`config.mk`:
```
export PLATFORM = sky130hd
export DESIGN_NAME = ac3_sync_header_finder_flat
export DESIGN_NICKNAME = d
export VERILOG_FILES = /design/src/hdl/ac3sh_pkg.sv /design/src/hdl/ac3sh_in_if.sv /design/src/hdl/ac3sh_out_if.sv /design/src/hdl/ac3sh_front.sv /design/src/hdl/ac3sh_queue.sv /design/src/hdl/ac3sh_back.sv /design/src/hdl/ac3_sync_header_finder.sv /design/src/flat_wrapper.sv
export SDC_FILE = /design/constraint.sdc
export NUM_CORES = 1
export LEC_CHECK = 0
export ABC_AREA = 1
export BUFFER_PORTS_ARGS = -buffer_cell sky130_fd_sc_hd__buf_2
export CAP_MARGIN = 20
export CORE_ASPECT_RATIO = 1.25
export CORE_MARGIN = 2
export CORE_UTILIZATION = 50
export DETAILED_ROUTE_END_ITERATION = 7
export HOLD_SLACK_MARGIN = 0.1
export MAX_ROUTING_LAYER = met4
export PLACE_DENSITY = 0.71
export REMOVE_ABC_BUFFERS = 1
export SLEW_MARGIN = 20
export SYNTH_ARGS = -nofsm -noshare
export SYNTH_HDL_FRONTEND = slang
export SYNTH_SLANG_ARGS = --single-unit
```
`constraint.sdc`:
```
create_clock -name clk -period 9.98 [get_ports clk]
set_clock_uncertainty 0.2 [all_clocks]
set_input_delay 1.996 -clock clk [delete_from_list [all_inputs] [get_ports clk]]
set_output_delay 1.996 -clock clk [all_outputs]
set_load 0.02 [all_outputs]
```
`src/hdl/ac3sh_pkg.sv`:
```
// ----------------------------------------------------------------------------
// ac3sh_pkg
// Types, constants and decode tables for the AC-3 sync header finder.
// ----------------------------------------------------------------------------
package ac3sh_pkg;

	localparam int WIN    = 7;
	localparam int QDEPTH = 2;

	localparam logic [7:0]  SYNC_HI    = 8'h0B;
	localparam logic [7:0]  SYNC_LO    = 8'h77;
	localparam logic [7:0]  BSID_LIMIT = 8'h60;
	localparam logic [5:0]  FSC_LIMIT  = 6'd38;
	localparam logic [1:0]  FS_BAD     = 2'b11;
	localparam logic [1:0]  FS_48K     = 2'b00;
	localparam logic [1:0]  FS_44K     = 2'b01;
	localparam logic [7:0]  DSUR_MASK  = 8'hF8;
	localparam logic [7:0]  DSUR_CODE  = 8'h50;
	localparam logic [15:0] OFFS_MAX   = 16'hFFFF;
	localparam logic [15:0] SR_48K     = 16'd48000;
	localparam logic [15:0] SR_44K     = 16'd44100;
	localparam logic [15:0] SR_32K     = 16'd32000;
	localparam logic [2:0]  DSUR_CH    = 3'd2;

	typedef enum logic [1:0] {
		ST_OK        = 2'd0,
		ST_BAD_FSC   = 2'd1,
		ST_BAD_FS    = 2'd2,
		ST_NOT_FOUND = 2'd3
	} status_t;

	// classified event passed from the front end to the decoder
	typedef struct packed {
		status_t     status;
		logic [15:0] sync_offset;
		logic [7:0]  b4;
		logic [7:0]  b5;
		logic [7:0]  b6;
	} hdr_evt_t;

	function automatic logic [9:0] rate_kbps(input logic [4:0] idx);
		logic [9:0] r;
		case (idx)
			5'd0:    r = 10'd32;
			5'd1:    r = 10'd40;
			5'd2:    r = 10'd48;
			5'd3:    r = 10'd56;
			5'd4:    r = 10'd64;
			5'd5:    r = 10'd80;
			5'd6:    r = 10'd96;
			5'd7:    r = 10'd112;
			5'd8:    r = 10'd128;
			5'd9:    r = 10'd160;
			5'd10:   r = 10'd192;
			5'd11:   r = 10'd224;
			5'd12:   r = 10'd256;
			5'd13:   r = 10'd320;
			5'd14:   r = 10'd384;
			5'd15:   r = 10'd448;
			5'd16:   r = 10'd512;
			5'd17:   r = 10'd576;
			5'd18:   r = 10'd640;
			default: r = 10'd0;
		endcase
		return r;
	endfunction

	// bit rate in bits per second
	function automatic logic [19:0] rate_bps(input logic [4:0] idx);
		logic [19:0] r;
		case (idx)
			5'd0:    r = 20'd32000;
			5'd1:    r = 20'd40000;
			5'd2:    r = 20'd48000;
			5'd3:    r = 20'd56000;
			5'd4:    r = 20'd64000;
			5'd5:    r = 20'd80000;
			5'd6:    r = 20'd96000;
			5'd7:    r = 20'd112000;
			5'd8:    r = 20'd128000;
			5'd9:    r = 20'd160000;
			5'd10:   r = 20'd192000;
			5'd11:   r = 20'd224000;
			5'd12:   r = 20'd256000;
			5'd13:   r = 20'd320000;
			5'd14:   r = 20'd384000;
			5'd15:   r = 20'd448000;
			5'd16:   r = 20'd512000;
			5'd17:   r = 20'd576000;
			5'd18:   r = 20'd640000;
			default: r = 20'd0;
		endcase
		return r;
	endfunction

	// floor(320 * kbps / 147): 16-bit words per frame at 44.1 kHz
	function automatic logic [10:0] words_44k(input logic [4:0] idx);
		logic [10:0] r;
		case (idx)
			5'd0:    r = 11'd69;
			5'd1:    r = 11'd87;
			5'd2:    r = 11'd104;
			5'd3:    r = 11'd121;
			5'd4:    r = 11'd139;
			5'd5:    r = 11'd174;
			5'd6:    r = 11'd208;
			5'd7:    r = 11'd243;
			5'd8:    r = 11'd278;
			5'd9:    r = 11'd348;
			5'd10:   r = 11'd417;
			5'd11:   r = 11'd487;
			5'd12:   r = 11'd557;
			5'd13:   r = 11'd696;
			5'd14:   r = 11'd835;
			5'd15:   r = 11'd975;
			5'd16:   r = 11'd1114;
			5'd17:   r = 11'd1253;
			5'd18:   r = 11'd1393;
			default: r = 11'd0;
		endcase
		return r;
	endfunction

	function automatic logic [1:0] half_shift(input logic [3:0] bsid_hi);
		logic [1:0] r;
		case (bsid_hi)
			4'd9:    r = 2'd1;
			4'd10:   r = 2'd2;
			4'd11:   r = 2'd3;
			default: r = 2'd0;
		endcase
		return r;
	endfunction

	function automatic logic [7:0] lfe_mask(input logic [2:0] acmod);
		logic [7:0] r;
		case (acmod)
			3'd0, 3'd1: r = 8'h10;
			3'd5, 3'd7: r = 8'h01;
			default:    r = 8'h04;
		endcase
		return r;
	endfunction

	function automatic logic [2:0] mode_channels(input logic [2:0] acmod);
		logic [2:0] r;
		case (acmod)
			3'd0:    r = 3'd2;
			3'd1:    r = 3'd1;
			3'd2:    r = 3'd2;
			3'd3:    r = 3'd3;
			3'd4:    r = 3'd3;
			3'd5:    r = 3'd4;
			3'd6:    r = 3'd4;
			default: r = 3'd5;
		endcase
		return r;
	endfunction

endpackage

```
`src/hdl/ac3sh_in_if.sv`:
```
// ----------------------------------------------------------------------------
// ac3sh_in_if
// Byte stream channel: one buffer byte per transaction.
// ----------------------------------------------------------------------------
interface ac3sh_in_if;
	logic       valid;
	logic       ready;
	logic [7:0] data_byte;
	logic       last_byte;

	modport source (output valid, output data_byte, output last_byte, input ready);
	modport sink   (input valid, input data_byte, input last_byte, output ready);
endinterface

```
`src/hdl/ac3sh_out_if.sv`:
```
// ----------------------------------------------------------------------------
// ac3sh_out_if
// Header report channel: one decoded header or status per transaction.
// ----------------------------------------------------------------------------
interface ac3sh_out_if;
	logic        valid;
	logic        ready;
	logic [1:0]  status;
	logic [15:0] sync_offset;
	logic [19:0] stream_bps;
	logic [15:0] audio_hz;
	logic [11:0] frame_bytes;
	logic [2:0]  coding_mode;
	logic        has_lfe;
	logic        dolby_surround;
	logic [2:0]  channels;

	modport source (output valid, output status, output sync_offset, output stream_bps,
		output audio_hz, output frame_bytes, output coding_mode, output has_lfe,
		output dolby_surround, output channels, input ready);
	modport sink   (input valid, input status, input sync_offset, input stream_bps,
		input audio_hz, input frame_bytes, input coding_mode, input has_lfe,
		input dolby_surround, input channels, output ready);
endinterface

```
`src/hdl/ac3sh_front.sv`:
```
// ----------------------------------------------------------------------------
// ac3sh_front
// Byte window, sync search and event classification.
// ----------------------------------------------------------------------------
module ac3sh_front #(
	parameter int MAX_BUFFER = 65536
) (
	input  logic                 clk,
	input  logic                 arst_n,
	ac3sh_in_if.sink             byte_ch,
	input  logic                 full,
	output logic                 push,
	output ac3sh_pkg::hdr_evt_t  evt
);
	import ac3sh_pkg::*;

	localparam int PW = $clog2(MAX_BUFFER + 1);

	// last six bytes, index WIN-2 is the newest
	logic [7:0]    hist_q [0:WIN-2];
	logic [PW-1:0] pos_q;
	logic          reported_q;

	logic          take;
	logic          in_room;
	logic          hit;
	logic          miss_end;
	logic [PW-1:0] offs_w;
	logic [31:0]   offs32;

	assign byte_ch.ready = !full;
	assign take          = byte_ch.valid && byte_ch.ready;
	assign in_room       = pos_q < PW'(MAX_BUFFER);

	always_comb begin
		offs_w   = pos_q - PW'(WIN - 1);
		offs32   = 32'(offs_w);
		hit      = in_room && !reported_q && (pos_q >= PW'(WIN - 1)) &&
			(hist_q[0] == SYNC_HI) && (hist_q[1] == SYNC_LO) &&
			(hist_q[WIN-2] < BSID_LIMIT);
		miss_end = byte_ch.last_byte && !reported_q && !hit;
		push     = take && (hit || miss_end);

		evt.b4   = hist_q[WIN-3];
		evt.b5   = hist_q[WIN-2];
		evt.b6   = byte_ch.data_byte;
		if (hit) begin
			evt.sync_offset = (offs32 > 32'(OFFS_MAX)) ? OFFS_MAX : offs32[15:0];
			if (hist_q[WIN-3][5:0] >= FSC_LIMIT) begin
				evt.status = ST_BAD_FSC;
			end else if (hist_q[WIN-3][7:6] == FS_BAD) begin
				evt.status = ST_BAD_FS;
			end else begin
				evt.status = ST_OK;
			end
		end else begin
			evt.sync_offset = '0;
			evt.status      = ST_NOT_FOUND;
		end
	end

	always_ff @(posedge clk) begin
		if (take && in_room) begin
			for (int i = 0; i < WIN - 2; i++) begin
				hist_q[i] <= hist_q[i+1];
			end
			hist_q[WIN-2] <= byte_ch.data_byte;
		end
	end

	always_ff @(posedge clk or negedge arst_n) begin
		if (!arst_n) begin
			pos_q      <= '0;
			reported_q <= 1'b0;
		end else if (take) begin
			if (byte_ch.last_byte) begin
				pos_q      <= '0;
				reported_q <= 1'b0;
			end else begin
				if (in_room) pos_q <= pos_q + PW'(1);
				if (hit) reported_q <= 1'b1;
			end
		end
	end

endmodule

```
`src/hdl/ac3sh_queue.sv`:
```
// ----------------------------------------------------------------------------
// ac3sh_queue
// Short FIFO between the search front end and the decoder.
// ----------------------------------------------------------------------------
module ac3sh_queue (
	input  logic                 clk,
	input  logic                 arst_n,
	input  logic                 push,
	input  ac3sh_pkg::hdr_evt_t  wr_evt,
	output logic                 full,
	input  logic                 pop,
	output ac3sh_pkg::hdr_evt_t  head,
	output logic                 empty
);
	import ac3sh_pkg::*;

	localparam int QAW = (QDEPTH > 1) ? $clog2(QDEPTH) : 1;

	hdr_evt_t       mem_q [0:QDEPTH-1];
	logic [QAW-1:0] wr_ptr_q;
	logic [QAW-1:0] rd_ptr_q;
	logic [QAW:0]   count_q;

	assign full  = count_q == (QAW+1)'(QDEPTH);
	assign empty = count_q == '0;
	assign head  = mem_q[rd_ptr_q];

	always_ff @(posedge clk) begin
		if (push) mem_q[wr_ptr_q] <= wr_evt;
	end

	always_ff @(posedge clk or negedge arst_n) begin
		if (!arst_n) begin
			wr_ptr_q <= '0;
			rd_ptr_q <= '0;
			count_q  <= '0;
		end else begin
			if (push) begin
				wr_ptr_q <= (wr_ptr_q == QAW'(QDEPTH - 1)) ? '0 : wr_ptr_q + QAW'(1);
			end
			if (pop) begin
				rd_ptr_q <= (rd_ptr_q == QAW'(QDEPTH - 1)) ? '0 : rd_ptr_q + QAW'(1);
			end
			if (push && !pop) begin
				count_q <= count_q + (QAW+1)'(1);
			end else if (pop && !push) begin
				count_q <= count_q - (QAW+1)'(1);
			end
		end
	end

	a_no_overflow: assert property (@(posedge clk) disable iff (!arst_n)
		push |-> !full) else $error("queue write while full");

	a_no_underflow: assert property (@(posedge clk) disable iff (!arst_n)
		pop |-> !empty) else $error("queue read while empty");

	a_count_up: assert property (@(posedge clk) disable iff (!arst_n)
		push && !pop |=> count_q == $past(count_q) + (QAW+1)'(1))
		else $error("queue count did not advance on write");

	a_count_bound: assert property (@(posedge clk) disable iff (!arst_n)
		count_q <= (QAW+1)'(QDEPTH)) else $error("queue count out of range");

endmodule

```
`src/hdl/ac3sh_back.sv`:
```
// ----------------------------------------------------------------------------
// ac3sh_back
// Header field decode into the registered report output.
// ----------------------------------------------------------------------------
module ac3sh_back (
	input  logic                 clk,
	input  logic                 arst_n,
	input  ac3sh_pkg::hdr_evt_t  head,
	input  logic                 empty,
	output logic                 pop,
	ac3sh_out_if.source          hdr_ch
);
	import ac3sh_pkg::*;

	logic        valid_q;
	logic [1:0]  status_q;
	logic [15:0] offs_q;
	logic [19:0] stream_bps_q;
	logic [15:0] audio_hz_q;
	logic [11:0] frame_bytes_q;
	logic [2:0]  coding_mode_q;
	logic        lfe_q;
	logic        dsur_q;
	logic [2:0]  channels_q;

	logic        load;
	logic [4:0]  idx;
	logic [1:0]  half;
	logic [2:0]  acmod;
	logic        lfe;
	logic        dsur;
	logic [9:0]  kbps;
	logic [10:0] words;
	logic [19:0] stream_bps_d;
	logic [15:0] audio_hz_d;
	logic [11:0] frame_bytes_d;
	logic [2:0]  channels_d;
	logic        ok;

	assign load = !valid_q || hdr_ch.ready;
	assign pop  = load && !empty;

	always_comb begin
		idx          = head.b4[5:1];
		half         = half_shift(head.b5[6:3]);
		acmod        = head.b6[7:5];
		dsur         = (head.b6 & DSUR_MASK) == DSUR_CODE;
		lfe          = (head.b6 & lfe_mask(acmod)) != 8'd0;
		kbps         = rate_kbps(idx);
		words        = words_44k(idx) + 11'(head.b4[0]);
		stream_bps_d = rate_bps(idx) >> half;
		case (head.b4[7:6])
			FS_48K: begin
				audio_hz_d    = SR_48K >> half;
				frame_bytes_d = {kbps, 2'b00};
			end
			FS_44K: begin
				audio_hz_d    = SR_44K >> half;
				frame_bytes_d = {words, 1'b0};
			end
			default: begin
				audio_hz_d    = SR_32K >> half;
				frame_bytes_d = {kbps, 2'b00} + {1'b0, kbps, 1'b0};
			end
		endcase
		channels_d = (dsur ? DSUR_CH : mode_channels(acmod)) + 3'(lfe);
		ok         = head.status == ST_OK;
	end

	always_ff @(posedge clk or negedge arst_n) begin
		if (!arst_n) begin
			valid_q <= 1'b0;
		end else if (load) begin
			valid_q <= !empty;
		end
	end

	always_ff @(posedge clk) begin
		if (pop) begin
			status_q      <= head.status;
			offs_q        <= head.sync_offset;
			stream_bps_q  <= ok ? stream_bps_d : '0;
			audio_hz_q    <= ok ? audio_hz_d : '0;
			frame_bytes_q <= ok ? frame_bytes_d : '0;
			coding_mode_q <= ok ? acmod : '0;
			lfe_q         <= ok && lfe;
			dsur_q        <= ok && dsur;
			channels_q    <= ok ? channels_d : '0;
		end
	end

	assign hdr_ch.valid          = valid_q;
	assign hdr_ch.status         = status_q;
	assign hdr_ch.sync_offset    = offs_q;
	assign hdr_ch.stream_bps     = stream_bps_q;
	assign hdr_ch.audio_hz       = audio_hz_q;
	assign hdr_ch.frame_bytes    = frame_bytes_q;
	assign hdr_ch.coding_mode    = coding_mode_q;
	assign hdr_ch.has_lfe        = lfe_q;
	assign hdr_ch.dolby_surround = dsur_q;
	assign hdr_ch.channels       = channels_q;

endmodule

```
`src/hdl/ac3_sync_header_finder.sv`:
```
// ----------------------------------------------------------------------------
// ac3_sync_header_finder
// Finds and decodes the first AC-3 sync frame header of each byte buffer.
// ----------------------------------------------------------------------------
// Usage:
//   byte_ch takes one buffer byte per transaction; last_byte marks the final
//   byte and restarts the search for the next buffer.
//   hdr_ch gives at most one report per buffer: a decoded header, a bad
//   frame size or sample rate code, or not found at the buffer's last byte.
//   Only the first header whose bsid byte is below 0x60 is reported; bytes past
//   MAX_BUFFER in one buffer are not searched.
// Timing:
//   One byte per cycle while the event queue is not full. A report goes from
//   the byte that causes it into the event queue, then through the table
//   decode into the output register before it is valid on hdr_ch.
//   While hdr_ch stalls, bytes that cause no report keep flowing; byte_ch
//   drops ready only when the two-entry event queue is full.
// Reset:
//   arst_n clears the search position, the reported flag, the queue and
//   the output valid. No clearing pass is needed.
// ----------------------------------------------------------------------------
module ac3_sync_header_finder #(
	parameter int MAX_BUFFER = 65536
) (
	input  logic        clk,
	input  logic        arst_n,
	ac3sh_in_if.sink    byte_ch,
	ac3sh_out_if.source hdr_ch
);
	import ac3sh_pkg::*;

	logic     push;
	logic     full;
	logic     pop;
	logic     empty;
	hdr_evt_t wr_evt;
	hdr_evt_t head;

	ac3sh_front #(
		.MAX_BUFFER (MAX_BUFFER)
	) u_front (
		.clk     (clk),
		.arst_n  (arst_n),
		.byte_ch (byte_ch),
		.full    (full),
		.push    (push),
		.evt     (wr_evt)
	);

	ac3sh_queue u_queue (
		.clk    (clk),
		.arst_n (arst_n),
		.push   (push),
		.wr_evt (wr_evt),
		.full   (full),
		.pop    (pop),
		.head   (head),
		.empty  (empty)
	);

	ac3sh_back u_back (
		.clk    (clk),
		.arst_n (arst_n),
		.head   (head),
		.empty  (empty),
		.pop    (pop),
		.hdr_ch (hdr_ch)
	);

endmodule
```
`src/flat_wrapper.sv`:
```
// flat-port wrapper written by rule: the top's interface ports become plain ports
module ac3_sync_header_finder_flat import ac3sh_pkg::*;
#(
	parameter int MAX_BUFFER = 65536
)
  (clk, arst_n, byte_ch_valid, byte_ch_data_byte, byte_ch_last_byte, byte_ch_ready, hdr_ch_valid, hdr_ch_status, hdr_ch_sync_offset, hdr_ch_stream_bps, hdr_ch_audio_hz, hdr_ch_frame_bytes, hdr_ch_coding_mode, hdr_ch_has_lfe, hdr_ch_dolby_surround, hdr_ch_channels, hdr_ch_ready);
  ac3sh_in_if byte_ch_i ();
  ac3sh_out_if hdr_ch_i ();
  input  logic clk;
  input  logic arst_n;
  input wire logic [$bits(byte_ch_i.valid)-1:0] byte_ch_valid;
  input wire logic [$bits(byte_ch_i.data_byte)-1:0] byte_ch_data_byte;
  input wire logic [$bits(byte_ch_i.last_byte)-1:0] byte_ch_last_byte;
  output wire logic [$bits(byte_ch_i.ready)-1:0] byte_ch_ready;
  output wire logic [$bits(hdr_ch_i.valid)-1:0] hdr_ch_valid;
  output wire logic [$bits(hdr_ch_i.status)-1:0] hdr_ch_status;
  output wire logic [$bits(hdr_ch_i.sync_offset)-1:0] hdr_ch_sync_offset;
  output wire logic [$bits(hdr_ch_i.stream_bps)-1:0] hdr_ch_stream_bps;
  output wire logic [$bits(hdr_ch_i.audio_hz)-1:0] hdr_ch_audio_hz;
  output wire logic [$bits(hdr_ch_i.frame_bytes)-1:0] hdr_ch_frame_bytes;
  output wire logic [$bits(hdr_ch_i.coding_mode)-1:0] hdr_ch_coding_mode;
  output wire logic [$bits(hdr_ch_i.has_lfe)-1:0] hdr_ch_has_lfe;
  output wire logic [$bits(hdr_ch_i.dolby_surround)-1:0] hdr_ch_dolby_surround;
  output wire logic [$bits(hdr_ch_i.channels)-1:0] hdr_ch_channels;
  input wire logic [$bits(hdr_ch_i.ready)-1:0] hdr_ch_ready;
  assign byte_ch_i.valid = byte_ch_valid;
  assign byte_ch_i.data_byte = byte_ch_data_byte;
  assign byte_ch_i.last_byte = byte_ch_last_byte;
  assign byte_ch_ready = byte_ch_i.ready;
  assign hdr_ch_valid = hdr_ch_i.valid;
  assign hdr_ch_status = hdr_ch_i.status;
  assign hdr_ch_sync_offset = hdr_ch_i.sync_offset;
  assign hdr_ch_stream_bps = hdr_ch_i.stream_bps;
  assign hdr_ch_audio_hz = hdr_ch_i.audio_hz;
  assign hdr_ch_frame_bytes = hdr_ch_i.frame_bytes;
  assign hdr_ch_coding_mode = hdr_ch_i.coding_mode;
  assign hdr_ch_has_lfe = hdr_ch_i.has_lfe;
  assign hdr_ch_dolby_surround = hdr_ch_i.dolby_surround;
  assign hdr_ch_channels = hdr_ch_i.channels;
  assign hdr_ch_i.ready = hdr_ch_ready;
  ac3_sync_header_finder #(.MAX_BUFFER(MAX_BUFFER)) u_core (.clk(clk), .arst_n(arst_n), .byte_ch(byte_ch_i), .hdr_ch(hdr_ch_i));
endmodule
```
# Word-level counts from Yosys, hierarchy flattened
# Memories as Yosys holds them, arrays and structs flattened.
# Index checks and enable logic that the tools add are counted.
# op_classes
add_sub_neg,9
n_lt_le_gt_ge,5
eq_ne,16
shifts,4
mux,22
bitwise_logic,1
reduce_logical,39
# op_table
cell,count
17-bit two-way mux,2
16-bit case mux with 2 select lines,1
16-bit by 2-bit right shift with 16-bit output (first input constant),2
12-bit case mux with 2 select lines,1
20-bit by 2-bit right shift with 20-bit output,1
18-bit two-way mux,1
17-bit by 1-bit adder with 17-bit output (second input constant),1
17-bit by 3-bit >= comparator with 1-bit output (second input constant),1
17-bit by 16-bit > comparator with 1-bit output (second input constant),1
17-bit < comparator (second input constant),1
17-bit by 3-bit subtractor with 17-bit output (second input constant),1
16-bit two-way mux,1
15-bit by 2-bit right shift with 16-bit output (first input constant),1
1-bit logical AND,15
12-bit by 11-bit adder with 12-bit output,1
3-bit equality test (second input constant),4
4-bit equality test (second input constant),3
3-bit case mux with 4 select lines,1
11-bit by 1-bit adder with 11-bit output,1
5-bit case mux with 2 select lines,1
2-bit OR reduction,5
8-bit AND,1
8-bit by 4-bit equality test with 1-bit output (second input constant),1
8-bit by 7-bit equality test with 1-bit output (second input constant),1
other kinds (22),47
# word_totals
ff_bits,97
mem_bits_rw,132
rom_bits,1024
inputBits,13
out_inout_bits,76
wordCells,116
n_memories,5
# memory_table
memory,depth,width,read_ports,rd_ports_with_merged_regs,wr,line,rtl
(no name shown),32,14,1,0,0,ac3sh_pkg.sv:71,case (idx)
(no name shown),32,11,1,0,0,ac3sh_pkg.sv:99,case (idx)
(no name shown),32,7,1,0,0,ac3sh_pkg.sv:43,case (idx)
u_core.u_queue.mem_q,2,42,1,0,1,ac3sh_queue.sv:19,hdr_evt_t mem_q [0:QDEPTH-1];
u_core.u_front.hist_q,6,8,6,0,6,ac3sh_front.sv:20,logic [7:0] hist_q [0:WIN-2];

# Longest topological paths before layout
# depth
word_depth,14
ltp_mapped,21
depth_no_buf,19

# Cells and area by module
# Synthesis repeated with hierarchy kept, for this count alone.
# unflattened
hier_cells,947
hier_area_um2,10885.4
# by_module_without_submodules
module,n_inst,cells_each,area_per_inst_um2
ac3sh_back,1,439,4106.4
ac3sh_queue,1,156,3439.5
ac3sh_front,1,352,3339.5

# Worst setup path after synthesis
# No wires, ideal clock.
# synth_timing
path_kind,input port to flip-flop
start,input hdr_ch_ready
end,register u_core.u_queue.count_q[1]
arrival_ns,6.584
path_slack_ns,3.065
path_stages,7
cell_sequence,nor2_1 -> a21oi_1 -> inv_1 -> ha_1 -> a21oi_1 -> o21ai_0 -> xor2_1
# synth_between
elab_chain_cells,5
# synth_rtl
element,line,rtl
"start, declared",flat_wrapper.sv:25,input wire logic [$bits(hdr_ch_i.ready)-1:0] hdr_ch_ready;
1-bit logical OR (*),ac3sh_back.sv:40,assign load = !valid_q || hdr_ch.ready;
1-bit logical AND (*),ac3sh_back.sv:41,assign pop = load && !empty;
net u_core.pop,ac3_sync_header_finder.sv:34,logic pop;
1-bit logical NOT,ac3sh_queue.sv:44,if (push && !pop) begin
1-bit logical AND,ac3sh_queue.sv:44,
2-bit two-way mux / 2-bit nonzero test (equally long branches),n/a,
"end signal, assigned",ac3sh_queue.sv:45,count_q <= count_q + (QAW+1)'(1);
"end signal, assigned",ac3sh_queue.sv:47,count_q <= count_q - (QAW+1)'(1);
"end, declared",ac3sh_queue.sv:22,logic [QAW:0] count_q;
# The timed path passes the listed nets; every way through them passes the cells marked *.
# A chain may end at the register's enable or synchronous reset.

# Worst setup path in the final report
# layout_timing
start,register u_core.u_queue.rd_ptr_q
end,register u_core.u_back.frame_bytes_q[11] (netlist: u_core.u_back.hdr_ch.frame_bytes[11]) (data pin)
# layout_between
elab_chain_cells,4
# layout_rtl
element,line,rtl
"start, declared",ac3sh_queue.sv:21,logic [QAW-1:0] rd_ptr_q;
"start signal, assigned",ac3sh_queue.sv:42,rd_ptr_q <= (rd_ptr_q == QAW'(QDEPTH - 1)) ? '0 : rd_ptr_q + QAW'(1);
memory read 2 x 42 bit (*),n/a,
memory read 32 x 7 bit / memory read 32 x 11 bit (equally long branches),n/a,
12-bit by 11-bit adder with 12-bit output / 11-bit by 1-bit adder with 11-bit output (equally long branches),"ac3sh_back.sv:63, ac3sh_back.sv:50",
12-bit case mux with 2 select lines,ac3sh_back.sv:52,case (head.b4[7:6])
"end signal, assigned",ac3sh_back.sv:84,frame_bytes_q <= ok ? frame_bytes_d : '0;
"end, declared",ac3sh_back.sv:20,logic [11:0] frame_bytes_q;
# Mark *: on every way between the ends. The rest lies on a longest branch, timed or not.

==> summary.md <==
| Metric | Value |
|---|---|
| Run status | `complete, no violations` |
| Largest area contributor in the netlist | `edfxtp_1` |
| Gr usage total | `0.194` |
| CP startpoint kind | `flip-flop` |
| WL per Instance | `15.3 um` |
| Initial Utilization | `0.511` |
| Gp weighted congestion | `0.899` |
| NumNets Final | `1,082` |
| Hold Crit Class | `flip-flop to flip-flop` |
| Final worst-path cycle share | `0.410` |
| DRT antenna net count | `0` |
| Max Cap Viol | `0` |
| Final setup margin | `5.89 ns` |
| Post-CTS sizing | `0` |
| Number of I/O pins | `89` |
| Routed WL | `about 20,000 um` |
| CTS Sinks | `215` |
| Vias in the first global route | `6,601` |
| Max-slew headroom | `0.293` |
| Share of the synthesized area in the top cell type | `0.557` |
| FFs w/ async S/R, synth | `0.107` |
| Register bit total from synthesis | `215` |
| CP endpoint kind | `flip-flop` |
| DR vias | `6,871` |
| CORE AREA | `20,200 um2` |
| Rows | `58` |
| Hold slack final | `0.217 ns` |
| Sequential area share after synthesis | `0.613` |
| Share of layout cells above drive strength 1 | `0.192` |
| Worst skew pair latency | `around 0.50 ns` |
| Grt ovf | `0` |
| Final Core Density | `0.572` |
| Detail Placement HPWL | `14,400 um` |
| Ys Warns | `0` |
| Worst Setup EP | `u_core.u_back.hdr_ch.frame_bytes[11]` |
| Die Area | `21,900 um2` |
| Hold depth | `0` |
| Port-buffer cells | `84` |
| Final Slew Violations | `0` |
| H-tree depth | `1` |
| Leakage power | `4.81 nW` |
| Post-Syn Area | `10,300 um2` |
| Leading post-synthesis cells by cell area | `edfxtp_1 (56%), nand2_1 (7.5%), dfrtp_1 (5.6%)` |
| CTS clock-pin slew for the worst setup and hold paths | `approximately 0.06 ns` |
| Peak VDD IR | `~300 uV` |
| Final hold viol count | `0` |
| Top FF cell, synth | `edfxtp_1` |
| First DRT Iteration DRCs | `510` |
| CTS Root Buffer Type | `clkbuf_16` |
| Cells after Synth | `959` |
| Class of the most critical setup path | `flip-flop to flip-flop` |
| # diodes | `0` |
| CP Max Fanout | `29` |
| Die width | `133 um` |
| Final setup violation count | `0` |
| Vias per Instance | `5.18` |
| Critical Path RT | `10.03 ns` |
| Die Height | `165 um` |
| Worst R2R Start | `u_core.u_queue.rd_ptr_q` |
| Layout Area Growth over Synthesis | `11.9%` |
| Max Freq | `245 MHz` |
| Flop-to-flop setup slack | `~5.9 ns` |
| Final min period | `4.09 ns` |
| Least-Margin Pin Slew | `1.06 ns` |
| Deepest clock path buffer count | `3` |
| Pwr Density | `302 nW/um2` |
| Hold-fix buffers, CTS | `0` |
| Worst reg2reg endpoint | `u_core.u_back.hdr_ch.frame_bytes[11]` |
| Post-synth cell types | `63` |
| Wire length of the first global-routing pass | `32,700 um` |
| Critical Path AT | `4.14 ns` |
| Largest net degree at the start of global routing | `73` |
| Post-CTS Setup Bufs | `0` |
| Setup tns final | `0 ns` |
| Syn Area/Cell | `between 10 and 15 um2` |
| CP Launch Point | `u_core.u_queue.rd_ptr_q` |
| Initial antenna violation count | `0` |
| Final total power | `approximately 3.5 mW` |
| Pre-CTS setup slack | `about 5.5 ns` |
| CTS tree | `built` |
| # DRC | `0` |
| Unrepaired setup endpoints after global routing | `no` |
| EDFF count, synth | `192` |
| Number of cells on the worst reg-to-reg path | `15` |
| Detailed Routing Iterations Pass 1 | `5` |
| Total CTS buffers | `21` |
-- cells by family after synthesis --
group,Yosys count,synth area share
DFF,215,0.613
other,1,0.000362
and+or+nand+nor,429,0.198
adders and majority gates,26,0.0322
AOI/OAI and AO/OA,134,0.0793
buffers and inverters,138,0.0630
muxes,4,0.00387
xor gates and xnor gates,12,0.0102
-- state kept, by name (all words and copies together) (netlist names) --
name	flops
u_core.u_back.hdr_ch.stream_bps	17
u_core.u_back.hdr_ch.coding_mode	3
u_core.u_back.hdr_ch.valid	1
u_core.u_queue.count_q	2
u_core.u_back.hdr_ch.audio_hz	16
u_core.u_back.hdr_ch.sync_offset	16
u_core.u_queue.rd_ptr_q	1
u_core.u_back.hdr_ch.channels	3
u_core.u_queue.mem_q	74
u_core.u_front.reported_q	1
u_core.u_front.hist_q	48
u_core.u_back.hdr_ch.has_lfe	1
u_core.u_back.hdr_ch.frame_bytes	11
u_core.u_back.hdr_ch.status	2
u_core.u_queue.wr_ptr_q	1
u_core.u_front.pos_q	17
u_core.u_back.hdr_ch.dolby_surround	1
-- layout make-up --
cell class	count	area, um2
Tap cell	270	338
Inverter	109	423
Fill cell	1700	8670
Timing Repair Buffer	87	443
Clock buffer	26	544
Multi-Input combinational cell	609	3400
Clock inverter	11	88.8
Sequential cell	215	6340
-- per-layer routing --
metal  global-route usage  routed length, um  up-vias
li1                     -                  -     3455
met1                0.234               8580     3209
met2                0.342              10200      180
met3               0.0236                987       27
met4               0.0626                497        0
met5                    -                  0        -
-- worst min path at each step --
stage                                      from                     endpoint  slack [ns]
floorplan           u_core.u_front.hist_q[2][0]  u_core.u_front.hist_q[1][0]        0.20
global placement    u_core.u_front.hist_q[5][0]  u_core.u_front.hist_q[4][0]        0.20
detailed placement  u_core.u_front.hist_q[5][0]  u_core.u_front.hist_q[4][0]        0.20
CTS                 u_core.u_front.hist_q[5][0]  u_core.u_front.hist_q[4][0]        0.22
global route        u_core.u_front.hist_q[5][0]  u_core.u_front.hist_q[4][0]        0.22
finish              u_core.u_front.hist_q[2][7]  u_core.u_front.hist_q[1][7]        0.22
-- where the power goes --
group	switching, mW	total [mW]	internal [mW]
registers	0.0909	1.36	1.27
clock network	0.319	0.734	0.415
logic	0.995	1.40	0.406
-- through the flow --
stage               cells  instance area, um2
floorplan             933               10100
global placement     1290               10900
detailed placement   1290               10900
CTS                  1327               11600
global route         1327               11600
finish               1327               11600
-- cell usage in the layout (no fill, tap or decap), drive strengths merged, types with 2 or more instances in the layout --
cell type	synthesis	routed
o22ai	27	27
nor4	5	5
edfxtp	192	192
inv	108	109
xor2	11	11
nand3	49	49
clkinv	1	9
ha	25	25
buf	24	87
nor2	103	103
o211ai	2	2
a31oi	3	3
nand2	235	235
o31ai	2	2
nand4	14	14
and2	2	2
a21oi	38	38
or2	8	8
o21ai	48	48
mux2i	4	4
dfrtp	23	23
a21boi	2	2
clkbuf	5	26
nand3b	6	6
conb	1	4
a211oi	5	5
nor3	5	5
o221ai	2	2
-- cell usage after synthesis, drive strengths merged, types with 2 or more instances --
master and n:
nand3 49, nand2 235, nor4 5, mux2i 4, a211oi 5, nand3b 6
and2 2, ha 25, clkbuf 5, nor2 103, nor3 5, edfxtp 192
inv 108, o211ai 2, a31oi 3, o221ai 2, a21oi 38, nand4 14
buf 24, xor2 11, o31ai 2, o22ai 27, dfrtp 23, or2 8
o21ai 48, a21boi 2
-- critical path, stage by stage, from the launching register on --
cell and delay [ns]:
dfrtp_1 0.78, buf_4 0.44, nand2_1 0.13, nand2_2 0.23, ha_1 0.23, inv_1 0.05, a31oi_1 0.32, inv_1 0.16
ha_1 0.38, inv_1 0.06, o31ai_1 0.32, inv_1 0.09, nor2_1 0.12, o21ai_0 0.11, a21oi_1 0.16, nor2_1 0.05
(Power assumes the default switching activity.)
